## src/rtl/sha1md_pkg.sv

```systemverilog
// Shared types, constants and round functions of the SHA-1 message digest block.
package sha1md_pkg;

	typedef logic [31:0] word_t;
	typedef logic [4:0][31:0] chain_t;
	typedef logic [6:0] round_t;

	localparam word_t K_R0 = 32'h5A827999;
	localparam word_t K_R1 = 32'h6ED9EBA1;
	localparam word_t K_R2 = 32'h8F1BBCDC;
	localparam word_t K_R3 = 32'hCA62C1D6;
	localparam word_t PAD_WORD = 32'h8000_0000;
	localparam round_t LAST_ROUND = 7'd79;

	localparam chain_t CHAIN_INIT = {32'hC3D2E1F0, 32'h10325476, 32'h98BADCFE,
		32'hEFCDAB89, 32'h67452301};

	typedef struct packed {
		logic push;
		logic start;
		logic init;
	} core_ctrl_t;

	typedef enum logic [4:0] {
		ST_IDLE = 5'b00001,
		ST_COMP = 5'b00010,
		ST_PAD  = 5'b00100,
		ST_DONE = 5'b01000,
		ST_SPARE = 5'b10000
	} state_t;

	function automatic word_t round_f(round_t rnd, word_t b, word_t c, word_t d);
		word_t f;
		if (rnd < 7'd20) begin
			f = (b & c) | (~b & d);
		end else if (rnd < 7'd40) begin
			f = b ^ c ^ d;
		end else if (rnd < 7'd60) begin
			f = (b & c) | (b & d) | (c & d);
		end else begin
			f = b ^ c ^ d;
		end
		return f;
	endfunction

	function automatic word_t round_k(round_t rnd);
		word_t k;
		if (rnd < 7'd20) begin
			k = K_R0;
		end else if (rnd < 7'd40) begin
			k = K_R1;
		end else if (rnd < 7'd60) begin
			k = K_R2;
		end else begin
			k = K_R3;
		end
		return k;
	endfunction

endpackage

```

## src/rtl/sha1md_in_if.sv

```systemverilog
// Request channel carrying message words into the digest block.
interface sha1md_in_if;
	logic        valid;
	logic        ready;
	logic [31:0] data_word;
	logic [2:0]  byte_count;
	logic        last_word;

	modport source (output valid, output data_word, output byte_count, output last_word,
		input ready);
	modport sink (input valid, input data_word, input byte_count, input last_word,
		output ready);
endinterface

```

## src/rtl/sha1md_out_if.sv

```systemverilog
// Request channel carrying the 160-bit digest out of the block.
interface sha1md_out_if;
	logic        valid;
	logic        ready;
	logic [31:0] digest_word0;
	logic [31:0] digest_word1;
	logic [31:0] digest_word2;
	logic [31:0] digest_word3;
	logic [31:0] digest_word4;

	modport source (output valid, output digest_word0, output digest_word1,
		output digest_word2, output digest_word3, output digest_word4, input ready);
	modport sink (input valid, input digest_word0, input digest_word1,
		input digest_word2, input digest_word3, input digest_word4, output ready);
endinterface

```

## src/rtl/sha1_message_digest.sv

```systemverilog
// Top level of the SHA-1 message digest block: word intake, padding sequencer, digest output.
//
// Message words are taken one per cycle until sixteen have filled the block buffer; the
// sixteenth starts a compression that runs one round per cycle in a single shared round unit,
// 80 rounds and then a fold of the result into the chaining words, during which no word is
// taken. The last word starts the padding sequencer, which pushes one pad word per cycle (up to
// sixteen per block) through the same buffer and compresses one or two final blocks before the
// digest is registered on the output channel. A new message may start while a digest still waits
// to be taken.
module sha1_message_digest
	import sha1md_pkg::*;
(
	input  logic clk,
	input  logic arst_n,
	sha1md_in_if.sink    msg,
	sha1md_out_if.source dig
);

	state_t     state_q, state_nx;
	logic [3:0] pos_q;
	logic [63:0] bitlen_q;
	logic       lastm_q;
	logic       padp_q;
	logic       hid_q;
	logic       fin_q;
	logic       dig_vld_q;
	chain_t     dig_q;
	core_ctrl_t ctrl;
	word_t      word;
	logic       done;
	chain_t     chain;
	logic       take;
	logic       out_free;
	logic [2:0] nc;
	word_t      last_w;

	sha1md_core u_core (
		.clk    (clk),
		.arst_n (arst_n),
		.ctrl   (ctrl),
		.word   (word),
		.done   (done),
		.chain  (chain)
	);

	assign msg.ready = (state_q == ST_IDLE);
	assign take      = msg.valid && msg.ready;
	assign out_free  = !dig_vld_q || dig.ready;
	assign nc        = (msg.byte_count > 3'd4) ? 3'd4 : msg.byte_count;

	always_comb begin
		case (nc)
			3'd0:    last_w = PAD_WORD;
			3'd1:    last_w = {msg.data_word[31:24], 24'h800000};
			3'd2:    last_w = {msg.data_word[31:16], 16'h8000};
			3'd3:    last_w = {msg.data_word[31:8], 8'h80};
			default: last_w = msg.data_word;
		endcase
	end

	always_comb begin
		ctrl     = '0;
		word     = msg.data_word;
		state_nx = state_q;
		unique case (state_q)
			ST_IDLE: begin
				if (take) begin
					ctrl.push  = 1'b1;
					ctrl.start = (pos_q == 4'd15);
					word       = msg.last_word ? last_w : msg.data_word;
					if (pos_q == 4'd15) begin
						state_nx = ST_COMP;
					end else if (msg.last_word) begin
						state_nx = ST_PAD;
					end
				end
			end
			ST_PAD: begin
				ctrl.push  = 1'b1;
				ctrl.start = (pos_q == 4'd15);
				if (padp_q) begin
					word = PAD_WORD;
				end else if (pos_q == 4'd14 && !hid_q) begin
					word = bitlen_q[63:32];
				end else if (pos_q == 4'd15 && hid_q) begin
					word = bitlen_q[31:0];
				end else begin
					word = '0;
				end
				if (pos_q == 4'd15) begin
					state_nx = ST_COMP;
				end
			end
			ST_COMP: begin
				if (done) begin
					if (fin_q) begin
						state_nx = ST_DONE;
					end else if (lastm_q) begin
						state_nx = ST_PAD;
					end else begin
						state_nx = ST_IDLE;
					end
				end
			end
			ST_DONE: begin
				if (out_free) begin
					ctrl.init = 1'b1;
					state_nx  = ST_IDLE;
				end
			end
			default: begin
				state_nx = ST_IDLE;
			end
		endcase
	end

	always_ff @(posedge clk or negedge arst_n) begin
		if (!arst_n) begin
			state_q   <= ST_IDLE;
			pos_q     <= '0;
			bitlen_q  <= '0;
			lastm_q   <= 1'b0;
			padp_q    <= 1'b0;
			hid_q     <= 1'b0;
			fin_q     <= 1'b0;
			dig_vld_q <= 1'b0;
		end else begin
			state_q <= state_nx;
			if (ctrl.push) begin
				pos_q <= pos_q + 4'd1;
			end
			if (take) begin
				lastm_q  <= msg.last_word;
				padp_q   <= msg.last_word && (nc == 3'd4);
				bitlen_q <= bitlen_q + (msg.last_word ? {58'd0, nc, 3'd0} : 64'd32);
			end
			if (state_q == ST_PAD) begin
				if (padp_q) begin
					padp_q <= 1'b0;
				end else if (pos_q == 4'd14 && !hid_q) begin
					hid_q <= 1'b1;
				end else if (pos_q == 4'd15 && hid_q) begin
					fin_q <= 1'b1;
				end
			end
			if (dig_vld_q && dig.ready) begin
				dig_vld_q <= 1'b0;
			end
			if (ctrl.init) begin
				dig_vld_q <= 1'b1;
				bitlen_q  <= '0;
				lastm_q   <= 1'b0;
				hid_q     <= 1'b0;
				fin_q     <= 1'b0;
			end
		end
	end

	always_ff @(posedge clk) begin
		if (ctrl.init) begin
			dig_q <= chain;
		end
	end

	assign dig.valid        = dig_vld_q;
	assign dig.digest_word0 = dig_q[0];
	assign dig.digest_word1 = dig_q[1];
	assign dig.digest_word2 = dig_q[2];
	assign dig.digest_word3 = dig_q[3];
	assign dig.digest_word4 = dig_q[4];

endmodule

```

## src/rtl/sha1md_core.sv

```systemverilog
// Block buffer, message schedule and one-round-per-cycle compression unit.
module sha1md_core
	import sha1md_pkg::*;
(
	input  logic       clk,
	input  logic       arst_n,
	input  core_ctrl_t ctrl,
	input  word_t      word,
	output logic       done,
	output chain_t     chain
);

	word_t  w_q [16];
	word_t  a_q, b_q, c_q, d_q, e_q;
	round_t rnd_q;
	logic   busy_q;
	logic   add_q;
	chain_t chain_q;
	word_t  w_new;
	word_t  t_sum;

	assign w_new = {w_q[13][30:0] ^ w_q[8][30:0] ^ w_q[2][30:0] ^ w_q[0][30:0],
		w_q[13][31] ^ w_q[8][31] ^ w_q[2][31] ^ w_q[0][31]};
	assign t_sum = {a_q[26:0], a_q[31:27]} + round_f(rnd_q, b_q, c_q, d_q) + e_q
		+ round_k(rnd_q) + w_q[0];

	always_ff @(posedge clk) begin
		if (ctrl.push || busy_q) begin
			for (int i = 0; i < 15; i++) begin
				w_q[i] <= w_q[i+1];
			end
			w_q[15] <= ctrl.push ? word : w_new;
		end
	end

	always_ff @(posedge clk) begin
		if (ctrl.start) begin
			a_q <= chain_q[0];
			b_q <= chain_q[1];
			c_q <= chain_q[2];
			d_q <= chain_q[3];
			e_q <= chain_q[4];
		end else if (busy_q) begin
			a_q <= t_sum;
			b_q <= a_q;
			c_q <= {b_q[1:0], b_q[31:2]};
			d_q <= c_q;
			e_q <= d_q;
		end
	end

	always_ff @(posedge clk or negedge arst_n) begin
		if (!arst_n) begin
			busy_q <= 1'b0;
			add_q  <= 1'b0;
			rnd_q  <= '0;
		end else begin
			add_q <= 1'b0;
			if (ctrl.start) begin
				busy_q <= 1'b1;
				rnd_q  <= '0;
			end else if (busy_q) begin
				if (rnd_q == LAST_ROUND) begin
					busy_q <= 1'b0;
					add_q  <= 1'b1;
					rnd_q  <= '0;
				end else begin
					rnd_q <= rnd_q + 7'd1;
				end
			end
		end
	end

	always_ff @(posedge clk or negedge arst_n) begin
		if (!arst_n) begin
			chain_q <= CHAIN_INIT;
		end else if (ctrl.init) begin
			chain_q <= CHAIN_INIT;
		end else if (add_q) begin
			chain_q[0] <= chain_q[0] + a_q;
			chain_q[1] <= chain_q[1] + b_q;
			chain_q[2] <= chain_q[2] + c_q;
			chain_q[3] <= chain_q[3] + d_q;
			chain_q[4] <= chain_q[4] + e_q;
		end
	end

	assign done  = add_q;
	assign chain = chain_q;

	a_no_push_busy: assert property (@(posedge clk) disable iff (!arst_n)
		ctrl.push |-> !busy_q && !add_q)
		else $error("word pushed while compression runs");

	a_round_range: assert property (@(posedge clk) disable iff (!arst_n)
		busy_q |-> rnd_q <= LAST_ROUND)
		else $error("round counter out of range");

	a_busy_start: assert property (@(posedge clk) disable iff (!arst_n)
		$rose(busy_q) |-> $past(ctrl.start))
		else $error("compression began without start");

	a_add_after_rounds: assert property (@(posedge clk) disable iff (!arst_n)
		add_q |-> $past(busy_q) && $past(rnd_q) == LAST_ROUND)
		else $error("chain update outside end of rounds");

endmodule
```

## src/flat_wrapper.sv

```systemverilog
// flat-port wrapper written by rule: the top's interface ports become plain ports
module sha1_message_digest_flat import sha1md_pkg::*;
  (clk, arst_n, msg_valid, msg_data_word, msg_byte_count, msg_last_word, msg_ready, dig_valid, dig_digest_word0, dig_digest_word1, dig_digest_word2, dig_digest_word3, dig_digest_word4, dig_ready);
  sha1md_in_if msg_i ();
  sha1md_out_if dig_i ();
  input  logic clk;
  input  logic arst_n;
  input wire logic [$bits(msg_i.valid)-1:0] msg_valid;
  input wire logic [$bits(msg_i.data_word)-1:0] msg_data_word;
  input wire logic [$bits(msg_i.byte_count)-1:0] msg_byte_count;
  input wire logic [$bits(msg_i.last_word)-1:0] msg_last_word;
  output wire logic [$bits(msg_i.ready)-1:0] msg_ready;
  output wire logic [$bits(dig_i.valid)-1:0] dig_valid;
  output wire logic [$bits(dig_i.digest_word0)-1:0] dig_digest_word0;
  output wire logic [$bits(dig_i.digest_word1)-1:0] dig_digest_word1;
  output wire logic [$bits(dig_i.digest_word2)-1:0] dig_digest_word2;
  output wire logic [$bits(dig_i.digest_word3)-1:0] dig_digest_word3;
  output wire logic [$bits(dig_i.digest_word4)-1:0] dig_digest_word4;
  input wire logic [$bits(dig_i.ready)-1:0] dig_ready;
  assign msg_i.valid = msg_valid;
  assign msg_i.data_word = msg_data_word;
  assign msg_i.byte_count = msg_byte_count;
  assign msg_i.last_word = msg_last_word;
  assign msg_ready = msg_i.ready;
  assign dig_valid = dig_i.valid;
  assign dig_digest_word0 = dig_i.digest_word0;
  assign dig_digest_word1 = dig_i.digest_word1;
  assign dig_digest_word2 = dig_i.digest_word2;
  assign dig_digest_word3 = dig_i.digest_word3;
  assign dig_digest_word4 = dig_i.digest_word4;
  assign dig_i.ready = dig_ready;
  sha1_message_digest u_core (.clk(clk), .arst_n(arst_n), .msg(msg_i), .dig(dig_i));
endmodule
```

## config.mk

```make
export PLATFORM = sky130hd
export DESIGN_NAME = sha1_message_digest_flat
export DESIGN_NICKNAME = d
export VERILOG_FILES = /design/src/rtl/sha1md_pkg.sv /design/src/rtl/sha1md_in_if.sv /design/src/rtl/sha1md_out_if.sv /design/src/rtl/sha1_message_digest.sv /design/src/rtl/sha1md_core.sv /design/src/flat_wrapper.sv
export SDC_FILE = /design/constraint.sdc
export NUM_CORES = 2
export LEC_CHECK = 0
export BUFFER_PORTS_ARGS = -buffer_cell sky130_fd_sc_hd__buf_2
export CAP_MARGIN = 15
export CORE_UTILIZATION = 45
export CTS_BUF_LIST = sky130_fd_sc_hd__clkbuf_8
export DETAILED_ROUTE_END_ITERATION = 12
export PLACE_DENSITY_LB_ADDON = 0.12
export SYNTH_ARGS = -nofsm -noshare
export SYNTH_HDL_FRONTEND = slang
export SYNTH_SLANG_ARGS = --single-unit
```

## constraint.sdc

```tcl
create_clock -name clk -period 13.8 [get_ports clk]
set_input_delay 2.76 -clock clk [delete_from_list [all_inputs] [get_ports clk]]
set_output_delay 2.76 -clock clk [all_outputs]
set_load 0.03 [all_outputs]
```

==> results.toml <==
[status]
status = "completed"

[setup_path]
worstSetupPathType = "flop to flop"
crit_chain = "o21ai_0 > nor2b_1 > nand2b_1 > nand2_1 > clkinv_1 > a221oi_1 > fa_1 > inv_1 > fa_1 > inv_1 > fa_1 > inv_1 > ha_1 > a21o_1 > a211oi_1 > o21ai_0 > nor4b_1 > o31ai_1 > a311oi_1 > xor2_1 > o21ai_0"
path_max_fanout = 20
slowest_stage = "nor4b_1"
start_kind = "flop"
cp.arrival_ns = 7.76
cp-end-kind = "flop"
required_ns = 14.37
slowest_delay_ns = 0.56

[global_route]
grt_usage = 0.222
grt_first_pass_wirelength_mm = 196
grt_pass1_vias = 32364
grt.overflow.total = 0
antenna_found_initial = 4
grt_max_degree = 219

[sta]
fin_skew_ns = 0.0338
worstMarginPinSlew_ns = 1.27
finalMaxSlewViolations = 0
finalCriticalPeriod_ns = 7.19
fmax_mhz = 139
setup_viol = 0
maxSlewHeadroom = 0.151
fin_crit_sh = 0.521
tns_ns = 0
final_hold_viol_count = 0
rsz0062_at_grt = "no"

[place]
place_inst = 5792
dpl-instance-area_um2 = 54500
place.gp.congestion = 0.920
hpwl_mm = 88.4
io_buffers = 201

[drt]
firstDrtPassIters = 6
drt-total-wl_mm = 129
ant_nets = 0
first_iter_violations = 2281
via_count = 32905
viasPerCell = 5.38
drt-wirelength-per-cell_um = 21.0
drc = 0

[yosys]
yosysSeqAreaShare = 0.601
ys_warn_count = 0
ys_async_sr_fraction = 0.226
ys_ff_latch = 1075
synth_area_um2 = 51800
syn_area_per_cell_um2 = 12.4
syn-num-nets = 4547
synthCells = 4182
ys.flop_type = "edfxtp_1"
ys_types = 86
synth_edf_count = 832

[floorplanning]
num_io_pins = 202
coreArea_um2 = 114000
die_h_um = 341
die_area_um2 = 117000
die_w_um = 341
start_util = 0.454
placementRows = 124

[clock_tree]
clk_path_buf_depth = 3
cts_hold_buf = 0
cts_tree = "built"
postCtsSetupBuffers = 0
cts_made_buffers = 179
ctsResizeCount = 0
worstSkewPairLatency_ns = 0.87
cts_max_level = 4
cts.clk_slew.worst_paths_ns = 0.06
cts-root-buf = "clkbuf_8"
cts_sinks = 1075

[final_layout]
final_cells = 6120
drive_gt1_frac = 0.129
fin_util = 0.508
multi_input_area_um2 = 19200
final_area_um2 = 58000
fillers = 10237
synthToLayoutAreaGrowth_pct = 11.8
nets = 4826
register_area_um2 = 31200

[job]
maxCapViolCount = 0

[hold_path]
hp-class = "flop to flop"
==> state kept, by name, summed over array words and instances, names as in the netlist, 4 cells and up <==
signal / count
u_core.u_core.b_q: 32
u_core.u_core.c_q: 32
u_core.u_core.a_q: 32
u_core.u_core.chain: 160
u_core.state_q: 4
u_core.pos_q: 4
u_core.dig.digest_word1: 32
u_core.dig.digest_word2: 32
u_core.dig.digest_word3: 32
u_core.u_core.d_q: 32
u_core.bitlen_q: 61
u_core.dig.digest_word0: 32
u_core.dig.digest_word4: 32
u_core.u_core.e_q: 32
u_core.u_core.w_q: 512
u_core.u_core.rnd_q: 7
==> synth_stat cells, drive strengths merged, types with 20 or more instances <==
cell type  number  area [um2]
or3            20         125
dfstp          81        2130
nand2b         26         170
mux2i          92         921
ha            199        2490
edfxtp        832       25000
clkbuf        104         390
a21oi         265        1330
buf            23         101
inv           257         965
xor2          153        1340
nand3          63         333
nand2         538        2020
o211ai         22         165
a221oi         21         184
o21ai         205        1030
a31oi          24         150
dfrtp         162        4050
nor2b          45         282
a211oi         31         250
xnor2         146        1280
o21bai         23         173
nand4          33         206
fa            126        2520
o21a           35         263
and3           38         243
a221o          28         280
a21o           74         556
nor3           47         246
nor2          275        1030
==> cells in the final DEF (no fill, tap or decap), drive strengths merged, types with 14 or more instances in the layout <==
cell	synthesis	final
nand4	33	33
o21bai	23	23
a221oi	21	21
a221o	28	28
inv	257	334
nor2b	45	45
dfstp	81	81
edfxtp	832	832
dfrtp	162	162
a31oi	24	24
a211oi	31	31
o21a	35	35
o31ai	17	17
fa	126	126
a21oi	265	265
nor3	47	47
xor2	153	153
o21ai	205	205
mux2i	92	92
buf	23	225
ha	199	199
and3	38	38
clkinv	3	49
clkbuf	104	193
nand3	63	63
a21o	74	74
xnor2	146	146
nand2	538	538
and2	14	14
nand2b	26	26
or3	20	20
o211ai	22	22
nor2	275	275
==> path summary, 6_finish.rpt <==
| path | start | to | slack, ns | depth (start not counted) |
|---|---|---|---|---|
| worst min-delay path | u_core.u_core.w_q[0][127] | u_core.u_core.w_q[0][95] | 0.40 | 0 |
| min in group asynchronous | arst_n | u_core.u_core.chain[99] | 1.91 | 1 |
| worst max register to register | u_core.u_core.rnd_q[3] | u_core.u_core.a_q[30] | 6.61 | 21 |
| worst min register to register | u_core.u_core.w_q[0][127] | u_core.u_core.w_q[0][95] | 0.40 | 0 |
| worst max-delay path | u_core.u_core.rnd_q[3] | u_core.u_core.a_q[30] | 6.61 | 21 |
| max in group asynchronous | arst_n | u_core.bitlen_q[27] | 9.60 | 3 |
==> cell families (layout without fill, tap and decap cells) <==
logic type,Yosys count,in the layout,share of synthesized area
compound gates,848,848,0.105
flops,1075,1075,0.601
xor+xnor,299,299,0.0505
other cells,0,1,0
buf+inv,387,812,0.0283
mux,93,93,0.0180
simple gates,1155,1155,0.100
fa+ha+maj,325,325,0.0967
==> critical path, delay by kind of cell, from the launching register on <==
| kind | cells | cell delay, ns |
|---|---|---|
| compound gates | 8 | 2.39 |
| flops | 1 | 0.46 |
| xor+xnor | 1 | 0.16 |
| simple gates | 4 | 1.52 |
| buf+inv | 4 | 0.79 |
| fa+ha+maj | 4 | 1.59 |
==> layer usage <==
layer	vias to the layer above	track usage	routed length (um)	share of wire
met1	16173	0.323	60300	0.47
met5	-	0	0	0
met3	194	0.0306	6500	0.051
li1	15630	-	-	-
met2	908	0.342	58400	0.45
met4	0	0.0759	3580	0.028
==> final cells by class <==
cell class	count	share of cell area
Sequential cell	1075	0.538
Multi-Input combinational cell	2720	0.332
Clock buffer	193	0.0458
Tap cell	1512	0.0326
Timing Repair Buffer	225	0.0213
Inverter	260	0.0170
Clock inverter	134	0.0134
Antenna cell	1	0.0000432
==> metrics by stage <==
step                      hold WS (ns)  setup slack (ns)
final                            0.401              6.61
after global routing             0.409              6.00
after CTS                        0.395              6.52
after detailed placement         0.405              6.55
after global placement           0.400              6.71
after floorplan                  0.400              3.17
Power is not shown: default switching activity piles up to over one toggle a cycle in this logic, so the estimate is an artifact.
